==> config.mk <==
export PLATFORM = sky130hd
export DESIGN_NAME = utf32_to_utf8_utf16_encoder_unit_flat
export DESIGN_NICKNAME = d
export VERILOG_FILES = /design/src/rtl/core/uue_pkg.sv /design/src/rtl/core/uue_channels_if.sv /design/src/rtl/core/utf32_to_utf8_utf16_encoder_unit.sv /design/src/rtl/core/uue_front.sv /design/src/rtl/core/uue_queue.sv /design/src/rtl/core/uue_back.sv /design/src/flat_wrapper.sv
export SDC_FILE = /design/constraint.sdc
export NUM_CORES = 1
export LEC_CHECK = 0
export BUFFER_PORTS_ARGS = -buffer_cell sky130_fd_sc_hd__buf_4
export CAP_MARGIN = 30
export CORE_UTILIZATION = 35
export DETAILED_ROUTE_END_ITERATION = 16
export PLACE_DENSITY = 0.48
export SYNTH_ARGS = -nofsm -noshare
export SYNTH_HDL_FRONTEND = slang
export SYNTH_SLANG_ARGS = --single-unit
==> constraint.sdc <==
create_clock -name clock -period 6.42 [get_ports clock]
set_clock_uncertainty 0.15 [all_clocks]
set_input_delay 0.642 -clock clock [delete_from_list [all_inputs] [get_ports clock]]
set_output_delay 0.642 -clock clock [all_outputs]
set_load 0.02 [all_outputs]
==> src/rtl/core/uue_pkg.sv <==
// Shared types and constants for the UTF-32 to UTF-8/UTF-16 encoder.
`default_nettype none

package uue_pkg;

   localparam int CP_W        = 21;
   localparam int UNIT_W      = 16;
   localparam int MAX_UNITS   = 4;
   localparam int IDX_W       = 2;
   localparam int QUEUE_DEPTH_DEFAULT = 2;

   // Range limits for classification
   localparam logic [CP_W-1:0] CP_LIM_ONE   = 21'h00_0080;
   localparam logic [CP_W-1:0] CP_LIM_TWO   = 21'h00_0800;
   localparam logic [CP_W-1:0] CP_LIM_BMP   = 21'h01_0000;
   localparam logic [CP_W-1:0] CP_MAX       = 21'h10_FFFF;
   localparam logic [CP_W-1:0] CP_SURR_LO   = 21'h00_D800;
   localparam logic [CP_W-1:0] CP_SURR_HI   = 21'h00_DFFF;

   // UTF-8 byte prefixes
   localparam logic [7:0] UTF8_LEAD2 = 8'hC0;
   localparam logic [7:0] UTF8_LEAD3 = 8'hE0;
   localparam logic [7:0] UTF8_LEAD4 = 8'hF0;
   localparam logic [7:0] UTF8_CONT  = 8'h80;

   // UTF-16 surrogate bases
   localparam logic [UNIT_W-1:0] UTF16_HIGH_BASE = 16'hD800;
   localparam logic [UNIT_W-1:0] UTF16_LOW_BASE  = 16'hDC00;

   typedef enum logic {
      FORM_UTF8  = 1'b0,
      FORM_UTF16 = 1'b1
   } form_type;

   // One classified code point, ready for the unit sequencer
   typedef struct packed {
      logic [MAX_UNITS-1:0][UNIT_W-1:0] units;
      logic [IDX_W-1:0]                 last_idx;
      logic                             invalid;
      logic                             string_end;
   } entry_type;

endpackage

`default_nettype wire

==> src/rtl/core/uue_channels_if.sv <==
// Handshake channel interfaces for the encoder: input, result and config.
`default_nettype none

interface uue_req_if;
   logic                       valid;
   logic                       ready;
   logic [uue_pkg::CP_W-1:0]   code_point;
   logic                       last_in_string;

   modport source (output valid, output code_point, output last_in_string, input ready);
   modport sink   (input valid, input code_point, input last_in_string, output ready);
endinterface

interface uue_rsp_if;
   logic                       valid;
   logic                       ready;
   logic [uue_pkg::UNIT_W-1:0] code_unit;
   logic                       last_unit;
   logic                       string_end;
   logic                       invalid;

   modport source (output valid, output code_unit, output last_unit, output string_end,
                   output invalid, input ready);
   modport sink   (input valid, input code_unit, input last_unit, input string_end,
                   input invalid, output ready);
endinterface

interface uue_csr_if;
   logic valid;
   logic ready;
   logic output_form;

   modport source (output valid, output output_form, input ready);
   modport sink   (input valid, input output_form, output ready);
endinterface

`default_nettype wire

==> src/rtl/core/utf32_to_utf8_utf16_encoder_unit.sv <==
// Top level of the UTF-32 to UTF-8/UTF-16 encoder.
`default_nettype none

// Flow: an accepted code point is written into the queue, and each of its units then
//   passes through the result register before it is presented.
// Rate: one unit per cycle from the back end sequencer while the receiver is ready; a
//   code point gives 1 to 4 units, 4 for a four-byte UTF-8 sequence.
// Reset: clears the queue, the unit counter, the result valid and sets UTF-8 output.
module utf32_to_utf8_utf16_encoder_unit #(
   parameter int QUEUE_DEPTH = uue_pkg::QUEUE_DEPTH_DEFAULT
) (
   input  logic       clock,
   input  logic       reset,
   uue_req_if.sink    req_ch,
   uue_rsp_if.source  rsp_ch,
   uue_csr_if.sink    csr_ch
);

   // Front end classifies each code point combinationally into a full unit list.
   logic                queue_full;
   logic                queue_empty;
   logic                push;
   logic                pop;
   uue_pkg::entry_type  push_entry;
   uue_pkg::entry_type  head_entry;

   uue_front u_front (
      .clock      (clock),
      .reset      (reset),
      .req_ch     (req_ch),
      .csr_ch     (csr_ch),
      .queue_full (queue_full),
      .push       (push),
      .push_entry (push_entry)
   );

   // Decoupling queue: input stays open while a long UTF-8 run drains.
   uue_queue #(
      .DEPTH (QUEUE_DEPTH)
   ) u_queue (
      .clock      (clock),
      .reset      (reset),
      .push       (push),
      .push_entry (push_entry),
      .pop        (pop),
      .head       (head_entry),
      .empty      (queue_empty),
      .full       (queue_full)
   );

   // Back end emits one unit word per cycle through a registered output while the receiver is ready.
   uue_back u_back (
      .clock  (clock),
      .reset  (reset),
      .head   (head_entry),
      .empty  (queue_empty),
      .pop    (pop),
      .rsp_ch (rsp_ch)
   );

endmodule

`default_nettype wire

==> src/rtl/core/uue_front.sv <==
// Front end: form register, input word classification and unit build.
`default_nettype none

module uue_front (
   input  logic                clock,
   input  logic                reset,
   uue_req_if.sink             req_ch,
   uue_csr_if.sink             csr_ch,
   input  logic                queue_full,
   output logic                push,
   output uue_pkg::entry_type  push_entry
);

   uue_pkg::form_type             output_form_ff;
   uue_pkg::form_type             output_form_in;
   logic [uue_pkg::CP_W-1:0]      cp;
   logic [uue_pkg::CP_W-1:0]      supp;
   logic                          bad;

   assign csr_ch.ready = 1'b1;

   always_comb begin
      output_form_in = output_form_ff;
      if (csr_ch.valid) begin
         output_form_in = uue_pkg::form_type'(csr_ch.output_form);
      end
   end

   always_ff @(posedge clock) begin
      if (reset) begin
         output_form_ff <= uue_pkg::FORM_UTF8;
      end else begin
         output_form_ff <= output_form_in;
      end
   end

   assign req_ch.ready = !queue_full;
   assign push         = req_ch.valid && !queue_full;

   assign cp   = req_ch.code_point;
   assign supp = cp - uue_pkg::CP_LIM_BMP;
   assign bad  = (cp >= uue_pkg::CP_SURR_LO && cp <= uue_pkg::CP_SURR_HI)
              || (cp > uue_pkg::CP_MAX);

   always_comb begin
      push_entry            = '0;
      push_entry.string_end = req_ch.last_in_string;
      priority if (bad) begin
         push_entry.invalid = 1'b1;
      end else if (output_form_ff == uue_pkg::FORM_UTF8) begin
         priority if (cp < uue_pkg::CP_LIM_ONE) begin
            push_entry.units[0] = cp[uue_pkg::UNIT_W-1:0];
         end else if (cp < uue_pkg::CP_LIM_TWO) begin
            push_entry.units[0] = {8'h00, uue_pkg::UTF8_LEAD2 | {3'b000, cp[10:6]}};
            push_entry.units[1] = {8'h00, uue_pkg::UTF8_CONT  | {2'b00, cp[5:0]}};
            push_entry.last_idx = 2'd1;
         end else if (cp < uue_pkg::CP_LIM_BMP) begin
            push_entry.units[0] = {8'h00, uue_pkg::UTF8_LEAD3 | {4'h0, cp[15:12]}};
            push_entry.units[1] = {8'h00, uue_pkg::UTF8_CONT  | {2'b00, cp[11:6]}};
            push_entry.units[2] = {8'h00, uue_pkg::UTF8_CONT  | {2'b00, cp[5:0]}};
            push_entry.last_idx = 2'd2;
         end else begin
            push_entry.units[0] = {8'h00, uue_pkg::UTF8_LEAD4 | {5'b00000, cp[20:18]}};
            push_entry.units[1] = {8'h00, uue_pkg::UTF8_CONT  | {2'b00, cp[17:12]}};
            push_entry.units[2] = {8'h00, uue_pkg::UTF8_CONT  | {2'b00, cp[11:6]}};
            push_entry.units[3] = {8'h00, uue_pkg::UTF8_CONT  | {2'b00, cp[5:0]}};
            push_entry.last_idx = 2'd3;
         end
      end else begin
         if (cp < uue_pkg::CP_LIM_BMP) begin
            push_entry.units[0] = cp[uue_pkg::UNIT_W-1:0];
         end else begin
            // surrogate pair from the 20-bit offset above the BMP
            push_entry.units[0] = uue_pkg::UTF16_HIGH_BASE | {6'b000000, supp[19:10]};
            push_entry.units[1] = uue_pkg::UTF16_LOW_BASE  | {6'b000000, supp[9:0]};
            push_entry.last_idx = 2'd1;
         end
      end
   end

endmodule

`default_nettype wire

==> src/rtl/core/uue_queue.sv <==
// Short FIFO of classified code points between front and back end.
`default_nettype none

module uue_queue #(
   parameter int DEPTH = uue_pkg::QUEUE_DEPTH_DEFAULT
) (
   input  logic                clock,
   input  logic                reset,
   input  logic                push,
   input  uue_pkg::entry_type  push_entry,
   input  logic                pop,
   output uue_pkg::entry_type  head,
   output logic                empty,
   output logic                full
);

   localparam int PTR_W = $clog2(DEPTH);
   localparam int CNT_W = $clog2(DEPTH + 1);
   localparam logic [PTR_W-1:0] PTR_LAST  = PTR_W'(DEPTH - 1);
   localparam logic [CNT_W-1:0] CNT_DEPTH = CNT_W'(DEPTH);

   uue_pkg::entry_type  slots_ff [DEPTH];
   logic [PTR_W-1:0]    wr_ptr_ff, wr_ptr_in;
   logic [PTR_W-1:0]    rd_ptr_ff, rd_ptr_in;
   logic [CNT_W-1:0]    count_ff,  count_in;

   assign empty = (count_ff == '0);
   assign full  = (count_ff == CNT_DEPTH);
   assign head  = slots_ff[rd_ptr_ff];

   always_comb begin
      wr_ptr_in = wr_ptr_ff;
      rd_ptr_in = rd_ptr_ff;
      count_in  = count_ff;
      if (push) begin
         wr_ptr_in = (wr_ptr_ff == PTR_LAST) ? '0 : wr_ptr_ff + 1'b1;
      end
      if (pop) begin
         rd_ptr_in = (rd_ptr_ff == PTR_LAST) ? '0 : rd_ptr_ff + 1'b1;
      end
      unique case ({push, pop})
         2'b10:   count_in = count_ff + 1'b1;
         2'b01:   count_in = count_ff - 1'b1;
         default: count_in = count_ff;
      endcase
   end

   always_ff @(posedge clock) begin
      if (reset) begin
         wr_ptr_ff <= '0;
         rd_ptr_ff <= '0;
         count_ff  <= '0;
      end else begin
         wr_ptr_ff <= wr_ptr_in;
         rd_ptr_ff <= rd_ptr_in;
         count_ff  <= count_in;
      end
   end

   always_ff @(posedge clock) begin
      if (push) begin
         slots_ff[wr_ptr_ff] <= push_entry;
      end
   end

endmodule

`default_nettype wire

==> src/rtl/core/uue_back.sv <==
// Back end: walks the units of the head entry into the result register.
`default_nettype none

module uue_back (
   input  logic                clock,
   input  logic                reset,
   input  uue_pkg::entry_type  head,
   input  logic                empty,
   output logic                pop,
   uue_rsp_if.source           rsp_ch
);

   logic [uue_pkg::IDX_W-1:0]  idx_ff, idx_in;
   logic                       rsp_valid_ff, rsp_valid_in;
   logic [uue_pkg::UNIT_W-1:0] code_unit_ff;
   logic                       last_unit_ff;
   logic                       string_end_ff;
   logic                       invalid_ff;
   logic                       load;
   logic                       take;
   logic                       unit_last;

   assign load      = !rsp_valid_ff || rsp_ch.ready;
   assign take      = load && !empty;
   assign unit_last = (idx_ff == head.last_idx);
   assign pop       = take && unit_last;

   always_comb begin
      idx_in       = idx_ff;
      rsp_valid_in = rsp_valid_ff;
      if (load) begin
         rsp_valid_in = !empty;
      end
      if (take) begin
         idx_in = unit_last ? '0 : idx_ff + 1'b1;
      end
   end

   always_ff @(posedge clock) begin
      if (reset) begin
         idx_ff       <= '0;
         rsp_valid_ff <= 1'b0;
      end else begin
         idx_ff       <= idx_in;
         rsp_valid_ff <= rsp_valid_in;
      end
   end

   always_ff @(posedge clock) begin
      if (take) begin
         code_unit_ff  <= head.units[idx_ff];
         last_unit_ff  <= unit_last;
         string_end_ff <= unit_last && head.string_end;
         invalid_ff    <= head.invalid;
      end
   end

   assign rsp_ch.valid      = rsp_valid_ff;
   assign rsp_ch.code_unit  = code_unit_ff;
   assign rsp_ch.last_unit  = last_unit_ff;
   assign rsp_ch.string_end = string_end_ff;
   assign rsp_ch.invalid    = invalid_ff;

   // never pops an empty queue
   a_pop_nonempty: assert property (@(posedge clock) disable iff (reset)
      pop |-> !empty)
      else $error("pop while queue empty");

   // unit index stays within the head entry's run
   a_idx_bound: assert property (@(posedge clock) disable iff (reset)
      !empty |-> (idx_ff <= head.last_idx))
      else $error("unit index past last unit");

   // an invalid word is a lone zero unit closing its code point
   a_invalid_shape: assert property (@(posedge clock) disable iff (reset)
      (rsp_valid_ff && invalid_ff) |-> (last_unit_ff && code_unit_ff == '0))
      else $error("malformed invalid word");

   // string end only marks a final unit
   a_end_on_last: assert property (@(posedge clock) disable iff (reset)
      (rsp_valid_ff && string_end_ff) |-> last_unit_ff)
      else $error("string end on non-final unit");

   // a word is emitted the cycle after a unit was taken
   a_take_emits: assert property (@(posedge clock) disable iff (reset)
      take |=> rsp_valid_ff)
      else $error("taken unit not presented");

endmodule

`default_nettype wire

==> src/flat_wrapper.sv <==
// flat-port wrapper written by rule: the top's interface ports become plain ports
module utf32_to_utf8_utf16_encoder_unit_flat 
#(
   parameter int QUEUE_DEPTH = uue_pkg::QUEUE_DEPTH_DEFAULT
)
  (clock, reset, req_ch_valid, req_ch_code_point, req_ch_last_in_string, req_ch_ready, rsp_ch_valid, rsp_ch_code_unit, rsp_ch_last_unit, rsp_ch_string_end, rsp_ch_invalid, rsp_ch_ready, csr_ch_valid, csr_ch_output_form, csr_ch_ready);
  uue_req_if req_ch_i ();
  uue_rsp_if rsp_ch_i ();
  uue_csr_if csr_ch_i ();
  input  logic clock;
  input  logic reset;
  input wire logic [$bits(req_ch_i.valid)-1:0] req_ch_valid;
  input wire logic [$bits(req_ch_i.code_point)-1:0] req_ch_code_point;
  input wire logic [$bits(req_ch_i.last_in_string)-1:0] req_ch_last_in_string;
  output wire logic [$bits(req_ch_i.ready)-1:0] req_ch_ready;
  output wire logic [$bits(rsp_ch_i.valid)-1:0] rsp_ch_valid;
  output wire logic [$bits(rsp_ch_i.code_unit)-1:0] rsp_ch_code_unit;
  output wire logic [$bits(rsp_ch_i.last_unit)-1:0] rsp_ch_last_unit;
  output wire logic [$bits(rsp_ch_i.string_end)-1:0] rsp_ch_string_end;
  output wire logic [$bits(rsp_ch_i.invalid)-1:0] rsp_ch_invalid;
  input wire logic [$bits(rsp_ch_i.ready)-1:0] rsp_ch_ready;
  input wire logic [$bits(csr_ch_i.valid)-1:0] csr_ch_valid;
  input wire logic [$bits(csr_ch_i.output_form)-1:0] csr_ch_output_form;
  output wire logic [$bits(csr_ch_i.ready)-1:0] csr_ch_ready;
  assign req_ch_i.valid = req_ch_valid;
  assign req_ch_i.code_point = req_ch_code_point;
  assign req_ch_i.last_in_string = req_ch_last_in_string;
  assign req_ch_ready = req_ch_i.ready;
  assign rsp_ch_valid = rsp_ch_i.valid;
  assign rsp_ch_code_unit = rsp_ch_i.code_unit;
  assign rsp_ch_last_unit = rsp_ch_i.last_unit;
  assign rsp_ch_string_end = rsp_ch_i.string_end;
  assign rsp_ch_invalid = rsp_ch_i.invalid;
  assign rsp_ch_i.ready = rsp_ch_ready;
  assign csr_ch_i.valid = csr_ch_valid;
  assign csr_ch_i.output_form = csr_ch_output_form;
  assign csr_ch_ready = csr_ch_i.ready;
  utf32_to_utf8_utf16_encoder_unit #(.QUEUE_DEPTH(QUEUE_DEPTH)) u_core (.clock(clock), .reset(reset), .req_ch(req_ch_i), .rsp_ch(rsp_ch_i), .csr_ch(csr_ch_i));
endmodule
==> summary.md, run 1 <==
| Metric | Value |
|---|---|
| Status | `finished, final reports clean` |
| Worst Setup Path Type | `in -> reg` |
| Critical path launch point type | `input pin` |
| Arr. time, crit path | `roughly 2.8 ns` |
| Worst relative slew slack | `36.6%` |
| CP required | `6.38 ns` |
| Register area | `about 0.0034 mm^2` |
| CTS HTree Levels | `4` |
| Slew Viols, Final | `0` |
| Nets@finish | `461` |
| CP Capture Type | `flip-flop` |
| R2R Setup Slk | `roughly 3.8 ns` |
| CTS tree | `yes` |
| # port buffers | `48` |
| Reg-to-Reg End | `u_core.u_queue.count_ff[1]` |
| Fin crit share | `around 44%` |
| # DRC | `0` |
| Netlist cell types | `between 50 and 60` |
| Maximum number of pins on one net before global-route repair | `45` |
| Die X | `around 130 um` |
| First-pass GRT wire length | `20.4 mm` |
| Initial antenna violation count | `0` |
| Pre-CTS setup slack | `around 3.1 ns` |
| Global placement routability congestion | `about 0.84` |
| Cells after synthesis | `378` |
| Min-delay src | `req_ch_last_in_string` |
| Min-delay worst type | `in -> reg` |
| Vias after detailed routing | `3418` |
| Clock root cell | `clkbuf_16` |
| Die Y | `126 um` |
| Pre-antenna DRT Iters | `4` |
| Setup_tns | `0 ns` |
| PwrDens | `between 400 and 500 mW/mm^2` |
| Total grt overflow | `0` |
| Final setup violation count | `0` |
| Final HPWL DP | `roughly 8.5 mm` |
| #FFs+latches synth | `116` |
| Fmax | `between 0.3 and 0.4 GHz` |
| Share of cells above drive strength 1 | `30.9%` |
| Hold path cells | `1` |
| RSZ-0062 raised after global routing | `false` |
| Critical path's slowest cell | `inv_2` |
| Crit-path cells | `buf_4, or3_1, or3_1, buf_4, nor4_4, nor3_2, inv_2, a2111oi_1` |
| Worst stage delay on the critical path | `about 0.55 ns` |
| Primary FF master, synth | `edfxtp_1` |
| Post-CTS Resized | `0` |
| Vias in the first global route | `~3500` |
| Clock slew at reported path FFs | `around 0.05 ns` |
| Cts bufs inserted | `17` |
| Setup repair bufs after CTS | `0` |
| Global Route Usage Sum | `between 10% and 20%` |
| Synth async-reset ratio | `0%` |
| Skew-Pair Late Insertion Delay | `roughly 0.41 ns` |
| Fin. Hold Viols | `0` |
| DR vias/cell | `~5.5` |
| Die area | `between 0.015 and 0.02 mm^2` |
| Layout area overhead | `20.9%` |
| Fillcell total | `roughly 1400` |
| Max-cap violations | `0` |
| Initial core utilization | `between 30% and 40%` |
| Synthesized Nets | `a little over 400` |
| Post-synth EDFFs | `about 110` |
| R2R depth | `8` |
| Cell Area, Synth | `between 0.005 and 0.006 mm^2` |
| Max VDD drop | `between 0.00015 and 0.0002 V` |
| Hold-fix buffers, CTS | `0` |
| Initial DRC count | `approximately 230` |
| Final antenna-violating net count | `0` |
| Synth Warn # | `0` |
| Minimum clock period | `between 2 and 3 ns` |
| I/O pin cnt | `50` |
| Seq/Total Area, Yosys | `a little over three fifths` |
| Clock Tree Buf Depth | `2` |
| Synthesized area per cell | `between 10 and 15 um^2` |
| Clk sinks | `116` |
| Multi-input gate area | `0.00181 mm^2` |
| Pleak | `2.28 nW` |
| Worst-Margin Slew | `0.949 ns` |
| DR WL/cell | `slightly above 20 um` |
| Row count | `44` |
| Core Region | `roughly 0.015 mm^2` |
| Hold EP | `u_core.u_queue.slots_ff[1][0]` |
| Critical Path Fanout Max | `33` |
| Antenna diodes | `0` |
| Final wirelength | `13.0 mm` |
| Worst setup margin | `3.58 ns` |
-- layer usage --
metal  track usage (%)  routed length, um  up-vias
met5                 0                  0        -
met4              6.24                162        0
met3              5.27                653       13
met2              27.2               6060       93
met1              24.2               6160     1720
li1                  -                  -     1592
-- kinds of logic (layout without fill, tap and decap cells) --
group | count (synthesis) | after routing | synth area share, %
buf+inv | 33 | 98 | 3.17
compound gates | 63 | 63 | 8.80
xor+xnor | 7 | 7 | 1.14
fa+ha+maj | 3 | 3 | 0.700
flops | 116 | 116 | 63.3
other cells | 1 | 1 | 0.0699
simple gates | 115 | 115 | 11.3
mux | 40 | 40 | 11.5
-- layout by cell type, fill, tap and decap left out, types with 3 or more instances in the layout --
master | Yosys | routed
or3_1 | 3 | 3
clkinv_2 | 0 | 4
nor3_1 | 15 | 15
dfxtp_1 | 9 | 8
clkbuf_1 | 8 | 4
nand2_1 | 23 | 23
mux4_2 | 16 | 16
nor2b_1 | 3 | 3
a211oi_1 | 4 | 4
inv_1 | 6 | 6
mux2i_1 | 11 | 11
and3_1 | 9 | 8
clkbuf_16 | 0 | 18
ha_1 | 3 | 3
nand4_1 | 3 | 3
clkbuf_8 | 0 | 6
a22oi_1 | 6 | 6
nand3b_1 | 3 | 3
a2111oi_1 | 3 | 3
edfxtp_1 | 107 | 107
a21oi_1 | 15 | 15
a2111oi_2 | 5 | 5
xor2_1 | 5 | 5
buf_4 | 4 | 58
o21ai_0 | 12 | 12
mux2_2 | 13 | 13
nor4_1 | 4 | 4
nor2_1 | 33 | 32
or4_1 | 3 | 3
-- stage by stage --
step	util (%)	instances	hold slack [ns]	area [um^2]	total power, mW
floorplan	-	378	0.322	5360	1.63
global placement	39.8	592	0.327	5880	1.88
detailed placement	40.1	595	0.341	5910	1.90
CTS	43.9	627	0.244	6480	2.79
global route	43.9	627	0.251	6480	2.89
finish	43.9	627	0.263	6480	2.75
-- critical path, delay by kind of cell --
family	cells	cell delay, ns
buf+inv	3	0.92
simple gates	4	1.06
compound gates	1	0.16
-- registers in the layout, indices dropped and copies added (netlist names), named ones only --
register / cells
u_core.u_front.output_form_ff: 1
u_core.u_back.rsp_ch.last_unit: 1
u_core.u_back.rsp_ch.invalid: 1
u_core.u_back.rsp_ch.valid: 1
u_core.u_back.idx_ff: 2
u_core.u_back.rsp_ch.code_unit: 16
u_core.u_back.rsp_ch.string_end: 1
u_core.u_queue.count_ff: 2
u_core.u_queue.slots_ff: 88
u_core.u_queue.wr_ptr_ff: 1
u_core.u_queue.rd_ptr_ff: 1
-- worst max path at each step --
stage	start	to
CTS	req_ch_code_point[17]	u_core.u_queue.slots_ff[1][36]
floorplan	u_core.u_queue.count_ff[0]	u_core.u_queue.slots_ff[0][0]
finish	req_ch_code_point[17]	u_core.u_queue.slots_ff[1][36]
detailed placement	req_ch_code_point[17]	u_core.u_queue.slots_ff[0][2]
global placement	req_ch_code_point[17]	u_core.u_queue.slots_ff[0][36]
global route	req_ch_code_point[16]	u_core.u_queue.slots_ff[1][36]
-- cell type report --
class                           instances  share of cell area, %
Clock inverter                          4                  0.309
Tap cell                              184                   3.55
Sequential cell                       116                   52.4
Multi-Input combinational cell        229                   27.9
Inverter                                7                  0.405
Timing Repair Buffer                   59                   7.03
Clock buffer                           28                   8.46
-- power by group --
part / switching [mW] / leakage [nW] / total (mW) / internal (mW)
Sequential: 0.0684 / 1.10 / 1.14 / 1.07
Combinational: 0.415 / 0.895 / 0.728 / 0.313
Clock: 0.307 / 0.285 / 0.882 / 0.575
-- cells in the mapped netlist (4+ instances only) --
library cell,n,area [um^2]
mux2_2,13,146
a21oi_1,15,75.1
edfxtp_1,107,3210
a211oi_1,4,30.0
nor4_1,4,25.0
a2111oi_2,5,75.1
xor2_1,5,43.8
buf_2,7,35.0
mux4_2,16,360
nor2_1,33,124
buf_4,4,30.0
a22oi_1,6,45.0
nor3_1,15,75.1
and3_1,9,56.3
nand2_1,23,86.3
o21ai_0,12,60.1
clkbuf_1,8,30.0
inv_1,6,22.5
buf_1,4,15.0
dfxtp_1,9,180
mux2i_1,11,110
Note: power is estimated with default switching activity, not from simulation.
==> run 2: changes to the inputs <==
--- a/config.mk
+++ b/config.mk
@@ -5,6 +5,7 @@
 export SDC_FILE = /design/constraint.sdc
 export NUM_CORES = 1
 export LEC_CHECK = 0
+export ABC_AREA = 1
 export BUFFER_PORTS_ARGS = -buffer_cell sky130_fd_sc_hd__buf_4
 export CAP_MARGIN = 30
 export CORE_UTILIZATION = 35
==> constraint.sdc (replaced) <==
create_clock -name clock -period 2.9 [get_ports clock]
set_clock_uncertainty 0.15 [all_clocks]
set_input_delay 0.29 -clock clock [delete_from_list [all_inputs] [get_ports clock]]
set_output_delay 0.29 -clock clock [all_outputs]
set_load 0.02 [all_outputs]
==> summary.md, run 2 <==
| Metric | Value |
|---|---|
| Synth Warn # | `0 (unchanged)` |
| Fmax | `between 0.4 and 0.5 GHz` |
| Top cell type's share of synthesized area | `56.3% (-3.7 points)` |
| Cells after synthesis | `610 (+61%)` |
| Post-Layout Cell Count | `894 (+43%)` |
| Hold slack | `0.0334 ns (-0.229 ns)` |
| Setup repair bufs after CTS | `0 (unchanged)` |
| Main combinational cell family by area after synthesis | `simple AND/OR/NAND/NOR gates` |
| Status | `finished, final reports clean` |
| Min-delay src | `rsp_ch_ready` |
| Vias in the first global route | `4335 (+23%)` |
| Cts bufs inserted | `17 (unchanged)` |
| Total grt overflow | `0 (unchanged)` |
| CTS HTree Levels | `4 (unchanged)` |
| Post-synth top cells | `nand2_1 (127), nor2_1 (115), edfxtp_1 (107), o21ai_0 (58), inv_1 (41)` |
| Final antenna-violating net count | `0 (unchanged)` |
| Global placement routability congestion | `0.980 (+17%)` |
| Worst Setup Path Type | `reg -> reg` |
| Max-cap violations | `0 (unchanged)` |
| Post-Synth XOR/XNOR Area | `0.307% (-0.84 points)` |
| Post-synth EDFFs | `107 (unchanged)` |
| Total Power | `6.43 mW (+130%)` |
| I/O pin cnt | `50 (unchanged)` |
| Clock root cell | `clkbuf_16` |
| Synthesized Nets | `641 (+57%)` |
| Post-DP Area | `0.00629 mm^2 (+6.4%)` |
| Final setup violation count | `0 (unchanged)` |
| Core Region | `0.0159 mm^2 (+7.7%)` |
| Pre-antenna DRT Iters | `5 (+1)` |
| Design Area, Final | `0.00695 mm^2 (+7.3%)` |
| Critical Path Fanout Max | `7 (-79%)` |
| Hold-fix buffers, CTS | `4 (+4)` |
| Fin. Hold Viols | `0 (unchanged)` |
| Post-synthesis mux area share | `0.175% (-11 points)` |
| Share of cells above drive strength 1 | `17.3% (-14 points)` |
| Synthesized area per cell | `9.36 um^2 (-34%)` |
| Compound-gate portion of the synthesized area | `10.0% (+1.2 points)` |
| FF-to-FF Start | `u_core.u_back.idx_ff[1]` |
| Clk sinks | `116 (unchanged)` |
| Skew-Pair Late Insertion Delay | `0.41 ns (about the same)` |
| Min-delay worst type | `in -> reg` |
| Worst setup path start | `u_core.u_back.idx_ff[1]` |
| Number of flip-flops under the largest register name | `88 (unchanged)` |
| Global Route Usage Sum | `18.6% (+0.82 points)` |
| Crit-path cells | `inv_1, nand2_1, nand2_1, inv_1, nand3_1, inv_1, ha_1, a21oi_1, o21ai_0, o21ai_0, a21oi_1` |
| Die X | `130 um (+3.1%)` |
| Pleak | `2.78 nW (+22%)` |
| Worst relative slew slack | `56.2% (+20 points)` |
| DR vias/cell | `4.90 (-10%)` |
| Netlist cell types | `36 (-38%)` |
| CP most frequent cell | `inv_1` |
| Nets@finish | `696 (+51%)` |
| Register area | `0.00339 mm^2 (about the same)` |
| Layout area overhead | `21.8%` |
| Clock Tree Buf Depth | `2 (unchanged)` |
| DR WL/cell | `16.2 um (-22%)` |
| Worst-Margin Slew | `0.657 ns (-0.292 ns)` |
| Adder-Cell Fraction of Synth Area | `0.657% (-0.043 points)` |
| CP Capture Type | `flip-flop` |
| Seq/Total Area, Yosys | `59.4% (-3.9 points)` |
| Initial core utilization | `35.9% (-0.40 points)` |
| RSZ-0062 raised after global routing | `false` |
| Slew Viols, Final | `0 (unchanged)` |
| Post-CTS Resized | `0 (unchanged)` |
| Most frequent cells in the layout | `nand2_1 (127), nor2_1 (113), edfxtp_1 (107), buf_4 (62), o21ai_0 (58)` |
| PwrDens | `926 mW/mm^2 (+120%)` |
| Cell Area, Synth | `0.00571 mm^2 (+6.5%)` |
| Top-count cell post-synth | `nand2_1` |
| Die area | `0.0168 mm^2 (+6.4%)` |
| Row count | `46 (+4.5%)` |
| Synth async-reset ratio | `0% (unchanged)` |
| Maximum number of pins on one net before global-route repair | `46 (+2.2%)` |
| Largest Register | `u_core.u_queue.slots_ff` |
| Final HPWL DP | `9.66 mm (+14%)` |
| Area leader, netlist | `edfxtp_1` |
| First-pass GRT wire length | `23.1 mm (+13%)` |
| Worst stage delay on the critical path | `0.48 ns (-0.07 ns)` |
| Fin crit share | `73.6%` |
| Worst path buffer plus inverter count | `3 (unchanged)` |
| Critical path's slowest cell | `dfxtp_1` |
| CP required | `3.04 ns (-3.34 ns)` |
| Arr. time, crit path | `2.28 ns (-0.52 ns)` |
| Most common cell after layout, fill and taps aside | `nand2_1` |
| Synth Area in Simple Gates | `23.4% (+12 points)` |
| Initial antenna violation count | `0 (unchanged)` |
| Initial DRC count | `320 (+37%)` |
| Critical path launch point type | `flip-flop` |
| # DRC | `0 (unchanged)` |
| Antenna diodes | `0 (unchanged)` |
| #FFs+latches synth | `116 (unchanged)` |
| Top cells by area, synth | `edfxtp_1 (56%), nand2_1 (8.3%), nor2_1 (7.6%)` |
| Crit-path leading delay family | `flip-flops` |
| Fillcell total | `1605 (+16%)` |
| Placed instance count | `858 (+44%)` |
| # port buffers | `48 (unchanged)` |
| CTS tree | `yes` |
| Die Y | `130 um (+3.1%)` |
| Multi-input gate area | `0.00200 mm^2 (+11%)` |
| Vias after detailed routing | `4380 (+28%)` |
| Setup_tns | `0 ns (unchanged)` |
| Final wirelength | `14.4 mm (+11%)` |
| Clock slew at reported path FFs | `0.05 ns (about the same)` |
| Max VDD drop | `0.000499 V (+170%)` |
| Minimum clock period | `about 2.1 ns` |
| Primary FF master, synth | `edfxtp_1` |
-- run 2: cell types whose count changed in the layout (fill, tap and decap cells not counted), moves of 10 or more --
| cell | change |
|---|---|
| inv_1 | +35 |
| mux2_2 | -13 |
| mux2i_1 | -10 |
| mux4_2 | -16 |
| nand2_1 | +104 |
| nand3_1 | +30 |
| nor2_1 | +81 |
| o21ai_0 | +46 |
-- run 2: routing by layer --
metal	global-route usage, %	part of all wire [%]	vias up
li1	-	-	2190
met1	25.2	47	2068
met2	29.2	47	110
met3	4.26	4.5	12
met4	6.98	1.5	0
met5	0	0	-
-- run 2: kinds of logic after synthesis --
| kind of cell | after synthesis |
|---|---|
| compound gates | 103 |
| xor+xnor | 2 |
| buf+inv | 74 |
| fa+ha+maj | 3 |
| simple gates | 310 |
| mux | 1 |
| flops | 116 |
| other cells | 1 |
-- run 2: power by group --
part	internal [mW]	total (mW)	leakage, nW	switching (mW)
Sequential	2.35	2.45	1.10	0.107
Combinational	0.589	1.78	1.38	1.19
Clock	1.50	2.20	0.301	0.696
Total	4.44	6.43	2.78	2.00
-- run 2: path summary, 6_finish.rpt --
check	to	slack [ns]	depth (start not counted)
worst max-delay path	u_core.u_queue.count_ff[1]	0.77	11
worst min-delay path	u_core.u_back.rsp_ch.valid	0.03	4
worst max register to register	u_core.u_queue.count_ff[1]	0.77	11
worst min register to register	u_core.u_queue.rd_ptr_ff	0.35	2
-- run 2: stage by stage --
stage          setup WS, ns  utilization, %
2_1_floorplan         0.412               -
3_3_place_gp          0.651            39.6
3_5_place_dp          0.624            39.6
4_1_cts               0.749            43.8
5_1_grt               0.492            43.8
6_report              0.765            43.8
-- run 2: area by class of cell --
class / instances / share of cell area [%]
sequential: 116 / 48.8
multi-input combinational: 420 / 28.7
timing repair buffer: 66 / 7.27
clock buffer: 19 / 6.23
tap: 216 / 3.89
clock inverter: 13 / 2.70
inverter: 44 / 2.38
-- run 2: tightest hold or removal path: stages --
cell	delay [ns]
buf_4	0.08
nor2_1	0.05
nor2_1	0.09
nor2_1	0.04
